==> src/design/wpd_pkg.sv <==
// Shared types and constants for the WAV PCM stream decoder.
// Used by the parser, the result buffer and the top level; no dependencies.
`default_nettype none
package wpd_pkg;

   localparam logic [31:0] TAG_RIFF = 32'h4646_4952;
   localparam logic [31:0] TAG_WAVE = 32'h4556_4157;
   localparam logic [31:0] TAG_FMT  = 32'h2074_6d66;
   localparam logic [31:0] TAG_DATA = 32'h6174_6164;

   localparam logic [31:0] FMT_CHUNK_SIZE = 32'd16;
   localparam logic [7:0]  SAMPLE_OFFSET  = 8'h80;

   localparam int RATE_WIDTH = 18;
   localparam logic [RATE_WIDTH-1:0] MIN_RATE_RESET = 18'd8000;
   localparam logic [RATE_WIDTH-1:0] MAX_RATE_RESET = 18'd48000;

   localparam logic CSR_IDX_MIN_RATE = 1'b0;
   localparam logic CSR_IDX_MAX_RATE = 1'b1;

   localparam logic [3:0] ERR_NONE     = 4'd0;
   localparam logic [3:0] ERR_RIFF     = 4'd1;
   localparam logic [3:0] ERR_WAVE     = 4'd2;
   localparam logic [3:0] ERR_FMT_TAG  = 4'd3;
   localparam logic [3:0] ERR_FMT_SIZE = 4'd4;
   localparam logic [3:0] ERR_NOT_PCM  = 4'd5;
   localparam logic [3:0] ERR_CHANNELS = 4'd6;
   localparam logic [3:0] ERR_RATE     = 4'd7;
   localparam logic [3:0] ERR_BITS     = 4'd8;

   typedef enum logic [1:0] {
      KIND_SAMPLE = 2'd0,
      KIND_HEADER = 2'd1,
      KIND_ERROR  = 2'd2
   } kind_type;

   typedef struct packed {
      kind_type               kind;
      logic signed [15:0]     sample;
      logic                   channel;
      logic                   last_sample;
      logic [3:0]             error_code;
      logic [1:0]             channel_count;
      logic [5:0]             bits_per_sample;
      logic [RATE_WIDTH-1:0]  sample_rate;
      logic [31:0]            data_bytes;
   } rsp_type;

endpackage
`default_nettype wire

==> src/design/wpd_parser.sv <==
// Byte-serial RIFF/WAVE header parser and PCM sample converter.
// Depends on wpd_pkg; produces at most one result per accepted byte.
`default_nettype none
module wpd_parser (
   input  wire logic                           clock,
   input  wire logic                           reset,
   input  wire logic                           accept,
   input  wire logic [7:0]                     data_byte,
   input  wire logic                           file_start,
   input  wire logic [wpd_pkg::RATE_WIDTH-1:0] min_rate,
   input  wire logic [wpd_pkg::RATE_WIDTH-1:0] max_rate,
   output logic                                res_valid,
   output wpd_pkg::rsp_type                    res
);

   typedef enum logic [4:0] {
      PH_RIFF, PH_RSIZE, PH_WAVE, PH_FMT, PH_FSIZE, PH_AFMT, PH_CHAN, PH_RATE,
      PH_BRATE, PH_ALIGN, PH_BITS, PH_CID, PH_CSIZE, PH_SKIP, PH_DSIZE,
      PH_DATA, PH_DONE, PH_ERR
   } phase_type;

   phase_type   phase_ff, phase_in, cur_phase;
   logic [1:0]  field_idx_ff, field_idx_in, cur_field_idx;
   logic [31:0] word_ff, word_in, cur_word;
   logic [1:0]  chans_ff, chans_in, cur_chans;
   logic [5:0]  bits_ff, bits_in, cur_bits;
   logic [wpd_pkg::RATE_WIDTH-1:0] rate_ff, rate_in, cur_rate;
   logic [31:0] data_left_ff, data_left_in, cur_data_left;
   logic [31:0] skip_left_ff, skip_left_in, cur_skip_left;
   logic        chan_ff, chan_in, cur_chan;
   logic [1:0]  samp_idx_ff, samp_idx_in, cur_samp_idx;

   logic [1:0]  byte_idx;
   logic [31:0] word_new;
   logic        len_two;
   logic        field_last;
   logic [1:0]  nbytes_m1;
   logic [31:0] data_left_dec;
   logic [31:0] skip_left_dec;
   logic        rate_low;
   logic        rate_high;

   // A file start restarts the parser before the byte is taken.
   always_comb begin
      cur_phase     = file_start ? PH_RIFF : phase_ff;
      cur_field_idx = file_start ? 2'd0 : field_idx_ff;
      cur_word      = file_start ? 32'd0 : word_ff;
      cur_chans     = file_start ? 2'd0 : chans_ff;
      cur_bits      = file_start ? 6'd0 : bits_ff;
      cur_rate      = file_start ? '0 : rate_ff;
      cur_data_left = file_start ? 32'd0 : data_left_ff;
      cur_skip_left = file_start ? 32'd0 : skip_left_ff;
      cur_chan      = file_start ? 1'b0 : chan_ff;
      cur_samp_idx  = file_start ? 2'd0 : samp_idx_ff;
   end

   always_comb begin
      len_two = (cur_phase == PH_AFMT) || (cur_phase == PH_CHAN) ||
                (cur_phase == PH_ALIGN) || (cur_phase == PH_BITS);
      field_last = len_two ? (cur_field_idx == 2'd1) : (cur_field_idx == 2'd3);
      byte_idx = (cur_phase == PH_DATA) ? cur_samp_idx : cur_field_idx;
      word_new = ((byte_idx == 2'd0) ? 32'd0 : cur_word) |
                 ({24'd0, data_byte} << {byte_idx, 3'b000});
      case (cur_bits)
         6'd16:   nbytes_m1 = 2'd1;
         6'd32:   nbytes_m1 = 2'd3;
         default: nbytes_m1 = 2'd0;
      endcase
      data_left_dec = cur_data_left - 32'd1;
      skip_left_dec = cur_skip_left - 32'd1;
      rate_low  = word_new < {{(32-wpd_pkg::RATE_WIDTH){1'b0}}, min_rate};
      rate_high = word_new > {{(32-wpd_pkg::RATE_WIDTH){1'b0}}, max_rate};
   end

   always_comb begin
      phase_in     = cur_phase;
      field_idx_in = cur_field_idx;
      word_in      = cur_word;
      chans_in     = cur_chans;
      bits_in      = cur_bits;
      rate_in      = cur_rate;
      data_left_in = cur_data_left;
      skip_left_in = cur_skip_left;
      chan_in      = cur_chan;
      samp_idx_in  = cur_samp_idx;
      res_valid    = 1'b0;
      res          = '0;
      res.kind     = wpd_pkg::KIND_SAMPLE;

      case (cur_phase)
         PH_ERR, PH_DONE: begin
         end
         PH_DATA: begin
            word_in      = word_new;
            data_left_in = data_left_dec;
            if (data_left_dec == 32'd0) begin
               phase_in = PH_DONE;
            end
            if (cur_samp_idx != nbytes_m1) begin
               samp_idx_in = cur_samp_idx + 2'd1;
            end else begin
               samp_idx_in     = 2'd0;
               res_valid       = 1'b1;
               res.kind        = wpd_pkg::KIND_SAMPLE;
               res.channel     = cur_chan;
               res.last_sample = data_left_dec <= {30'd0, nbytes_m1};
               case (nbytes_m1)
                  2'd1:    res.sample = word_new[15:0];
                  2'd3:    res.sample = word_new[31:16];
                  default: res.sample = {word_new[7:0] ^ wpd_pkg::SAMPLE_OFFSET, 8'h00};
               endcase
               chan_in = (cur_chans == 2'd2) ? ~cur_chan : 1'b0;
            end
         end
         PH_SKIP: begin
            skip_left_in = skip_left_dec;
            if (skip_left_dec == 32'd0) begin
               phase_in = PH_CID;
            end
         end
         default: begin
            word_in = word_new;
            if (!field_last) begin
               field_idx_in = cur_field_idx + 2'd1;
            end else begin
               field_idx_in = 2'd0;
               case (cur_phase)
                  PH_RIFF: begin
                     if (word_new != wpd_pkg::TAG_RIFF) begin
                        phase_in = PH_ERR;
                        res.error_code = wpd_pkg::ERR_RIFF;
                     end else begin
                        phase_in = PH_RSIZE;
                     end
                  end
                  PH_RSIZE: phase_in = PH_WAVE;
                  PH_WAVE: begin
                     if (word_new != wpd_pkg::TAG_WAVE) begin
                        phase_in = PH_ERR;
                        res.error_code = wpd_pkg::ERR_WAVE;
                     end else begin
                        phase_in = PH_FMT;
                     end
                  end
                  PH_FMT: begin
                     if (word_new != wpd_pkg::TAG_FMT) begin
                        phase_in = PH_ERR;
                        res.error_code = wpd_pkg::ERR_FMT_TAG;
                     end else begin
                        phase_in = PH_FSIZE;
                     end
                  end
                  PH_FSIZE: begin
                     if (word_new != wpd_pkg::FMT_CHUNK_SIZE) begin
                        phase_in = PH_ERR;
                        res.error_code = wpd_pkg::ERR_FMT_SIZE;
                     end else begin
                        phase_in = PH_AFMT;
                     end
                  end
                  PH_AFMT: begin
                     if (word_new != 32'd1) begin
                        phase_in = PH_ERR;
                        res.error_code = wpd_pkg::ERR_NOT_PCM;
                     end else begin
                        phase_in = PH_CHAN;
                     end
                  end
                  PH_CHAN: begin
                     if ((word_new != 32'd1) && (word_new != 32'd2)) begin
                        phase_in = PH_ERR;
                        res.error_code = wpd_pkg::ERR_CHANNELS;
                     end else begin
                        chans_in = word_new[1:0];
                        phase_in = PH_RATE;
                     end
                  end
                  PH_RATE: begin
                     rate_in = word_new[wpd_pkg::RATE_WIDTH-1:0];
                     if (rate_low || rate_high) begin
                        phase_in = PH_ERR;
                        res.error_code = wpd_pkg::ERR_RATE;
                     end else begin
                        phase_in = PH_BRATE;
                     end
                  end
                  PH_BRATE: phase_in = PH_ALIGN;
                  PH_ALIGN: phase_in = PH_BITS;
                  PH_BITS: begin
                     if ((word_new != 32'd8) && (word_new != 32'd16) &&
                         (word_new != 32'd32)) begin
                        phase_in = PH_ERR;
                        res.error_code = wpd_pkg::ERR_BITS;
                     end else begin
                        bits_in  = word_new[5:0];
                        phase_in = PH_CID;
                     end
                  end
                  PH_CID: phase_in = (word_new == wpd_pkg::TAG_DATA) ? PH_DSIZE : PH_CSIZE;
                  PH_CSIZE: begin
                     skip_left_in = word_new;
                     phase_in = (word_new == 32'd0) ? PH_CID : PH_SKIP;
                  end
                  PH_DSIZE: begin
                     data_left_in        = word_new;
                     chan_in             = 1'b0;
                     samp_idx_in         = 2'd0;
                     phase_in            = (word_new == 32'd0) ? PH_DONE : PH_DATA;
                     res_valid           = 1'b1;
                     res.kind            = wpd_pkg::KIND_HEADER;
                     res.channel_count   = cur_chans;
                     res.bits_per_sample = cur_bits;
                     res.sample_rate     = cur_rate;
                     res.data_bytes      = word_new;
                  end
                  default: begin
                  end
               endcase
               if (phase_in == PH_ERR) begin
                  res_valid = 1'b1;
                  res.kind  = wpd_pkg::KIND_ERROR;
               end
            end
         end
      endcase
   end

   always_ff @(posedge clock) begin
      if (reset) begin
         phase_ff     <= PH_RIFF;
         field_idx_ff <= 2'd0;
         word_ff      <= 32'd0;
         chans_ff     <= 2'd0;
         bits_ff      <= 6'd0;
         rate_ff      <= '0;
         data_left_ff <= 32'd0;
         skip_left_ff <= 32'd0;
         chan_ff      <= 1'b0;
         samp_idx_ff  <= 2'd0;
      end else if (accept) begin
         phase_ff     <= phase_in;
         field_idx_ff <= field_idx_in;
         word_ff      <= word_in;
         chans_ff     <= chans_in;
         bits_ff      <= bits_in;
         rate_ff      <= rate_in;
         data_left_ff <= data_left_in;
         skip_left_ff <= skip_left_in;
         chan_ff      <= chan_in;
         samp_idx_ff  <= samp_idx_in;
      end
   end

   a_err_sticky: assert property (@(posedge clock) disable iff (reset)
      (accept && !file_start && phase_ff == PH_ERR) |=> (phase_ff == PH_ERR))
      else $error("error phase left without a file start");

   a_idle_silent: assert property (@(posedge clock) disable iff (reset)
      (accept && !file_start && (phase_ff == PH_ERR || phase_ff == PH_DONE)) |-> !res_valid)
      else $error("result produced after the end of parsing");

   a_data_left: assert property (@(posedge clock) disable iff (reset)
      (phase_ff == PH_DATA) |-> (data_left_ff != 32'd0))
      else $error("data phase with no bytes left");

   a_skip_left: assert property (@(posedge clock) disable iff (reset)
      (phase_ff == PH_SKIP) |-> (skip_left_ff != 32'd0))
      else $error("skip phase with no bytes left");

endmodule
`default_nettype wire

==> src/design/wpd_out_buf.sv <==
// Two-entry result buffer: an output register and a skid register.
// Depends on wpd_pkg for the result type.
`default_nettype none
module wpd_out_buf (
   input  wire logic             clock,
   input  wire logic             reset,
   input  wire logic             in_valid,
   input  wpd_pkg::rsp_type      in_data,
   output logic                  in_ready,
   output logic                  out_valid,
   output wpd_pkg::rsp_type      out_data,
   input  wire logic             out_ready
);

   logic             main_valid_ff;
   wpd_pkg::rsp_type main_data_ff;
   logic             skid_valid_ff;
   wpd_pkg::rsp_type skid_data_ff;

   assign in_ready  = !skid_valid_ff;
   assign out_valid = main_valid_ff;
   assign out_data  = main_data_ff;

   always_ff @(posedge clock) begin
      if (reset) begin
         main_valid_ff <= 1'b0;
         skid_valid_ff <= 1'b0;
      end else if (out_ready || !main_valid_ff) begin
         main_valid_ff <= skid_valid_ff || in_valid;
         skid_valid_ff <= 1'b0;
         main_data_ff  <= skid_valid_ff ? skid_data_ff : in_data;
      end else if (in_valid && !skid_valid_ff) begin
         skid_valid_ff <= 1'b1;
         skid_data_ff  <= in_data;
      end
   end

   a_skid_behind_main: assert property (@(posedge clock) disable iff (reset)
      skid_valid_ff |-> main_valid_ff)
      else $error("skid register holds a transfer while the output register is empty");

endmodule
`default_nettype wire

==> src/design/wav_pcm_stream_decoder_core.sv <==
// Each file byte is one transfer; the block accepts one byte in every cycle in which
// req_tready is high. The parser updates its state at the byte's transfer and its
// result, if any, is registered in the two-entry output buffer, behind older results.
// The buffer holds results, so req_tready drops only after two results wait untaken;
// it does not depend on rsp_tready in the same cycle. No clearing pass follows reset.
// Depends on wpd_pkg, wpd_parser and wpd_out_buf.
`default_nettype none
module wav_pcm_stream_decoder_core (
   input  wire logic        clock,
   input  wire logic        reset,
   input  wire logic        req_tvalid,
   output logic             req_tready,
   input  wire logic [7:0]  req_tdata,  // data_byte
   input  wire logic        req_tuser,  // file_start
   output logic             rsp_tvalid,
   input  wire logic        rsp_tready,
   // sample[15:0], channel[16], error_code[20:17], channel_count[22:21],
   // bits_per_sample[28:23], sample_rate[46:29], data_bytes[78:47], zero[79]
   output logic [79:0]      rsp_tdata,
   output logic [1:0]       rsp_tuser,  // kind
   output logic             rsp_tlast,  // last_sample
   input  wire logic        csr_psel,
   input  wire logic        csr_penable,
   input  wire logic        csr_pwrite,
   input  wire logic [2:0]  csr_paddr,
   input  wire logic [31:0] csr_pwdata,
   output logic [31:0]      csr_prdata,
   output logic             csr_pready
);

   logic [wpd_pkg::RATE_WIDTH-1:0] min_rate_ff;
   logic [wpd_pkg::RATE_WIDTH-1:0] max_rate_ff;
   logic                           csr_write;
   logic                           req_accept;
   logic                           res_valid;
   wpd_pkg::rsp_type               res;
   wpd_pkg::rsp_type               rsp;

   assign csr_pready = 1'b1;
   assign csr_write  = csr_psel && csr_penable && csr_pwrite && csr_pready;
   assign csr_prdata = {{(32-wpd_pkg::RATE_WIDTH){1'b0}},
                        (csr_paddr[2] == wpd_pkg::CSR_IDX_MAX_RATE) ? max_rate_ff : min_rate_ff};

   always_ff @(posedge clock) begin
      if (reset) begin
         min_rate_ff <= wpd_pkg::MIN_RATE_RESET;
         max_rate_ff <= wpd_pkg::MAX_RATE_RESET;
      end else if (csr_write) begin
         if (csr_paddr[2] == wpd_pkg::CSR_IDX_MIN_RATE) begin
            min_rate_ff <= csr_pwdata[wpd_pkg::RATE_WIDTH-1:0];
         end else begin
            max_rate_ff <= csr_pwdata[wpd_pkg::RATE_WIDTH-1:0];
         end
      end
   end

   assign req_accept = req_tvalid && req_tready;

   wpd_parser u_parser (
      .clock      (clock),
      .reset      (reset),
      .accept     (req_accept),
      .data_byte  (req_tdata),
      .file_start (req_tuser),
      .min_rate   (min_rate_ff),
      .max_rate   (max_rate_ff),
      .res_valid  (res_valid),
      .res        (res)
   );

   wpd_out_buf u_out_buf (
      .clock     (clock),
      .reset     (reset),
      .in_valid  (req_accept && res_valid),
      .in_data   (res),
      .in_ready  (req_tready),
      .out_valid (rsp_tvalid),
      .out_data  (rsp),
      .out_ready (rsp_tready)
   );

   assign rsp_tdata = {1'b0, rsp.data_bytes, rsp.sample_rate, rsp.bits_per_sample,
                       rsp.channel_count, rsp.error_code, rsp.channel, rsp.sample};
   assign rsp_tuser = rsp.kind;
   assign rsp_tlast = rsp.last_sample;

endmodule
`default_nettype wire
==> config.mk <==
export PLATFORM = sky130hd
export DESIGN_NAME = wav_pcm_stream_decoder_core
export DESIGN_NICKNAME = d
export VERILOG_FILES = /design/src/design/wpd_pkg.sv /design/src/design/wpd_parser.sv /design/src/design/wpd_out_buf.sv /design/src/design/wav_pcm_stream_decoder_core.sv
export SDC_FILE = /design/constraint.sdc
export NUM_CORES = 1
export LEC_CHECK = 0
export CAP_MARGIN = 20
export CORE_ASPECT_RATIO = 1.4
export CORE_UTILIZATION = 60
export DETAILED_ROUTE_END_ITERATION = 7
export DONT_BUFFER_PORTS = 1
export PLACE_DENSITY = 0.84
export SETUP_SLACK_MARGIN = 0.02
export SLEW_MARGIN = 20
export SYNTH_ARGS = -nofsm -noshare
export SYNTH_HDL_FRONTEND = slang
export SYNTH_SLANG_ARGS = --single-unit
==> constraint.sdc <==
create_clock -name clock -period 11.5 [get_ports clock]
set_input_delay 0.575 -clock clock [delete_from_list [all_inputs] [get_ports clock]]
set_output_delay 0.575 -clock clock [all_outputs]
set_load 0.02 [all_outputs]
==> key figures <==
Critical path
  • Crit path kind: reg -> reg
  • Top cell by count, worst path: buf_4
  • Slowest-stage cell, CP: and4bb_1
  • Required time worst endpoint: around 12 ns
  • CP Buf/Inv Count: 3
  • CP Launch Type: register
  • Worst Path Arrival: 8.05 ns
  • CP cell instances: and4bb_1 -> a21oi_1 -> nor2_2 -> buf_4 -> o21a_1 -> inv_1 -> ha_1 -> nand2_1 -> nor4_1 -> a22o_1 -> o211ai_1 -> a31oi_1 -> nand2b_1 -> o32a_1 -> or4b_4 -> a31o_4 -> nor4b_4 -> buf_4
  • Largest delay share family, worst path: simple AND/OR/NAND/NOR gates
  • Max stage delay on crit path: ~0.82 ns
  • Critical Path End Type: register
  • CP Max Fanout: 65

Yosys
  • EDFF count, synth: 164
  • Cell area after synthesis: 18,900 um2
  • Syn avg cell area: roughly 8.6 um2
  • Share of flip-flops with an asynchronous set or reset: 0%
  • Synth unique cells: 96
  • Synth warn: 0
  • Register bit count reported by yosys: around 330
  • Mapped Cells: 2,198
  • Post-synthesis sequential area ratio: 44.1%
  • Ys flop type: dfxtp_1

Clock network
  • Buffer depth of the longest clock path: 3
  • TritonCTS clock tree: built
  • Clock Sinks: 334
  • # hold bufs at CTS: 0
  • Post-CTS Setup Repair Bufs: 0
  • H-Tree Depth: 2
  • CTS Buf Count: 34
  • Root Buffer: clkbuf_16
  • Skew-Pair Late Insertion Delay: 0.55 ns
  • Resized Gates After CTS: 0
  • Clock transition at path regs: 0.07 ns

Die
  • Core area: 30,800 um2
  • Row Count: 76
  • Starting Density: 61.2%
  • I/O pin count: 169
  • Die area: 32,200 um2
  • Die Y: 212 um
  • Die Width: 152 um

STA
  • Fin. Hold Viols: 0
  • Pins Over Slew Limit: 0
  • Crit share post-route: 68.7%
  • TNS Setup: 0 ns
  • Rel. slew slack: 17.3%
  • Final setup viols: 0
  • Final Skew: about 0.027 ns
  • Slew @ Worst Pin: around 1.2 ns
  • RSZ-0062 raised after global routing: no
  • Post-route minimum period: around 7.9 ns
  • Fmax: 0.127 GHz

Placed design
  • Gpl congestion: just under 1
  • I/O Buffers: 0
  • DP HPWL: 42,700 um
  • Placed Area: 19,000 um2

Run
  • Max Cap Viol: 0

GRT
  • Initial antenna violation count: 1
  • Pin count of the biggest net entering global routing: 153
  • Vias in the first global route: 16,693
  • Global route overflow: 0
  • All-Layer GR Usage: roughly two fifths
  • First-pass GRT wire length: 96,600 um

Route
  • Wire per inst: 25.3 um
  • Detailed Routing Iterations Pass 1: 6
  • DRT iter0 DRCs: between 2,000 and 2,500
  • Via-to-Cell Ratio: 6.95
  • Final ANT Viol Nets: 0
  • DRC: 0
  • Via count: 17,528
  • Routed wire length: 63,800 um

Power and ir drop
  • Maximum vdd drop: 0.000118 V
  • Leak pwr: 7.56 nW
  • PwrDens: 135 nW/um2

Layout
  • Layout cells sized above 1: between 9 and 10%
  • Area Growth Syn to Fin: 6.80%
  • Final Cell Area: 20,200 um2
  • Fin nets: 2,197
  • Fillers: ~2,500

Outcome
  • Outcome: completed

Worst hold path
  • Min-delay worst type: in -> reg
sequential cells by signal (all words and copies together), names as in the netlist:
| name | flops |
|---|---|
| u_parser.samp_idx_ff | 2 |
| u_parser.phase_ff | 5 |
| u_parser.word_ff | 32 |
| u_out_buf.skid_valid_ff | 1 |
| u_parser.chans_ff | 2 |
| u_out_buf.out_data | 82 |
| u_out_buf.out_valid | 1 |
| max_rate_ff | 18 |
| u_parser.data_left_ff | 32 |
| u_parser.skip_left_ff | 32 |
| u_out_buf.skid_data_ff | 82 |
| min_rate_ff | 18 |
| u_parser.field_idx_ff | 2 |
| u_parser.chan_ff | 1 |
| u_parser.rate_ff | 18 |
| u_parser.bits_ff | 6 |
per-layer routing:
| layer | track usage (%) | vias up | part of all wire (%) |
|---|---|---|---|
| li1 | - | 7785 | - |
| met4 | 30.5 | 2 | 8.4 |
| met3 | 7.66 | 308 | 9.4 |
| met1 | 45.8 | 8316 | 36 |
| met2 | 62.8 | 1117 | 46 |
| met5 | 0 | - | 0.028 |
worst paths after layout:
check        cells after the start                  from  slack, ns                         end
max                             18  u_parser.phase_ff[2]       3.59  u_out_buf.skid_data_ff[40]
min                              1                 reset       0.12        u_parser.word_ff[25]
max reg2reg                     18  u_parser.phase_ff[2]       3.59  u_out_buf.skid_data_ff[40]
min reg2reg                      2        min_rate_ff[1]       0.45              min_rate_ff[1]
per-stage QoR:
step / utilization (%) / hold slack (ns) / std cells / power [mW] / setup WS [ns]
floorplan: - / 0.436 / 2212 / 1.51 / 3.63
global placement: 61.6 / 0.437 / 2459 / 1.56 / 4.05
detailed placement: 61.6 / 0.445 / 2459 / 1.57 / 3.86
CTS: 65.4 / 0.108 / 2520 / 2.72 / 3.84
global route: 65.4 / 0.111 / 2520 / 2.79 / 3.27
finish: 65.4 / 0.120 / 2521 / 2.72 / 3.59
layout by cell type, fill, tap and decap left out, types with 35 or more instances in the layout:
master,n
nor2_1,275
nand2_1,254
dfxtp_1,169
edfxtp_1,164
a21oi_1,158
o21ai_0,145
inv_1,70
a22oi_1,63
nor3_1,55
mux2_2,47
and3_1,45
buf_4,44
ha_1,41
o22ai_1,40
clkbuf_16,35
cell usage after synthesis (all sizes together), types with 7 or more instances:
| master | n | share of area (%) |
|---|---|---|
| o21a | 20 | 0.80 |
| xnor2 | 14 | 0.65 |
| nand3 | 26 | 0.72 |
| a32oi | 9 | 0.42 |
| or3 | 16 | 0.56 |
| inv | 72 | 1.4 |
| a21o | 17 | 0.72 |
| nor2 | 280 | 5.6 |
| edfxtp | 164 | 26 |
| a22oi | 63 | 2.5 |
| or2 | 15 | 0.50 |
| buf | 47 | 1.6 |
| and3 | 46 | 1.6 |
| xor2 | 18 | 0.84 |
| nor2b | 16 | 0.53 |
| clkbuf | 140 | 2.8 |
| and2 | 15 | 0.50 |
| nand4b | 7 | 0.32 |
| a21oi | 161 | 4.3 |
| o22ai | 40 | 1.3 |
| or4 | 14 | 0.56 |
| nor3 | 57 | 1.5 |
| nor4b | 7 | 0.44 |
| nand4 | 18 | 0.60 |
| dfxtp | 170 | 18 |
| o211ai | 25 | 0.99 |
| mux2 | 48 | 2.9 |
| a31oi | 23 | 0.76 |
| nand3b | 8 | 0.32 |
| o21ai | 149 | 4.0 |
| nand2 | 256 | 5.1 |
| a211oi | 27 | 1.1 |
| o31ai | 28 | 1.1 |
| nand2b | 17 | 0.56 |
| ha | 41 | 2.7 |
| nor4 | 25 | 0.83 |
report_power, final:
group          switching, mW  internal, mW
sequential            0.0373          1.26
combinational          0.176        0.0751
clock                  0.494         0.672
total                  0.707          2.01
cells by family (layout without fill, tap and decap cells):
logic type | count (synthesis) | in the layout | synth area share, %
multiplexers | 54 | 54 | 3.20
AO/OA/AOI/OAI | 630 | 630 | 21.3
AND/OR/NAND/NOR | 846 | 846 | 21.4
flip-flops | 334 | 334 | 44.1
adder cells (fa/ha/maj) | 41 | 41 | 2.72
buffers and inverters | 259 | 177 | 5.77
other | 2 | 17 | 0.0398
XOR/XNOR | 32 | 32 | 1.49
worst reg2reg max path: stages (launching register included):
cell and delay [ns]:
dfxtp_1 0.71, and4bb_1 0.82, a21oi_1 0.37, nor2_2 0.39
buf_4 0.40, o21a_1 0.40, inv_1 0.36, ha_1 0.41
nand2_1 0.05, nor4_1 0.38, a22o_1 0.22, o211ai_1 0.12
a31oi_1 0.43, nand2b_1 0.25, o32a_1 0.19, or4b_4 0.50
a31o_4 0.28, nor4b_4 0.46, buf_4 0.74
area by class of cell:
class                      instances  area [um2]  area share, %
inverter                          72         270           1.34
clock inverter                    16         199          0.987
antenna                            1        2.50         0.0124
multi-input combinational       1619        9560           47.4
tap                              390         488           2.42
clock buffer                      45         973           4.83
timing repair buffer              44         330           1.64
sequential                       334        8330           41.3
No activity file was read; power rests on OpenSTA's default activity.
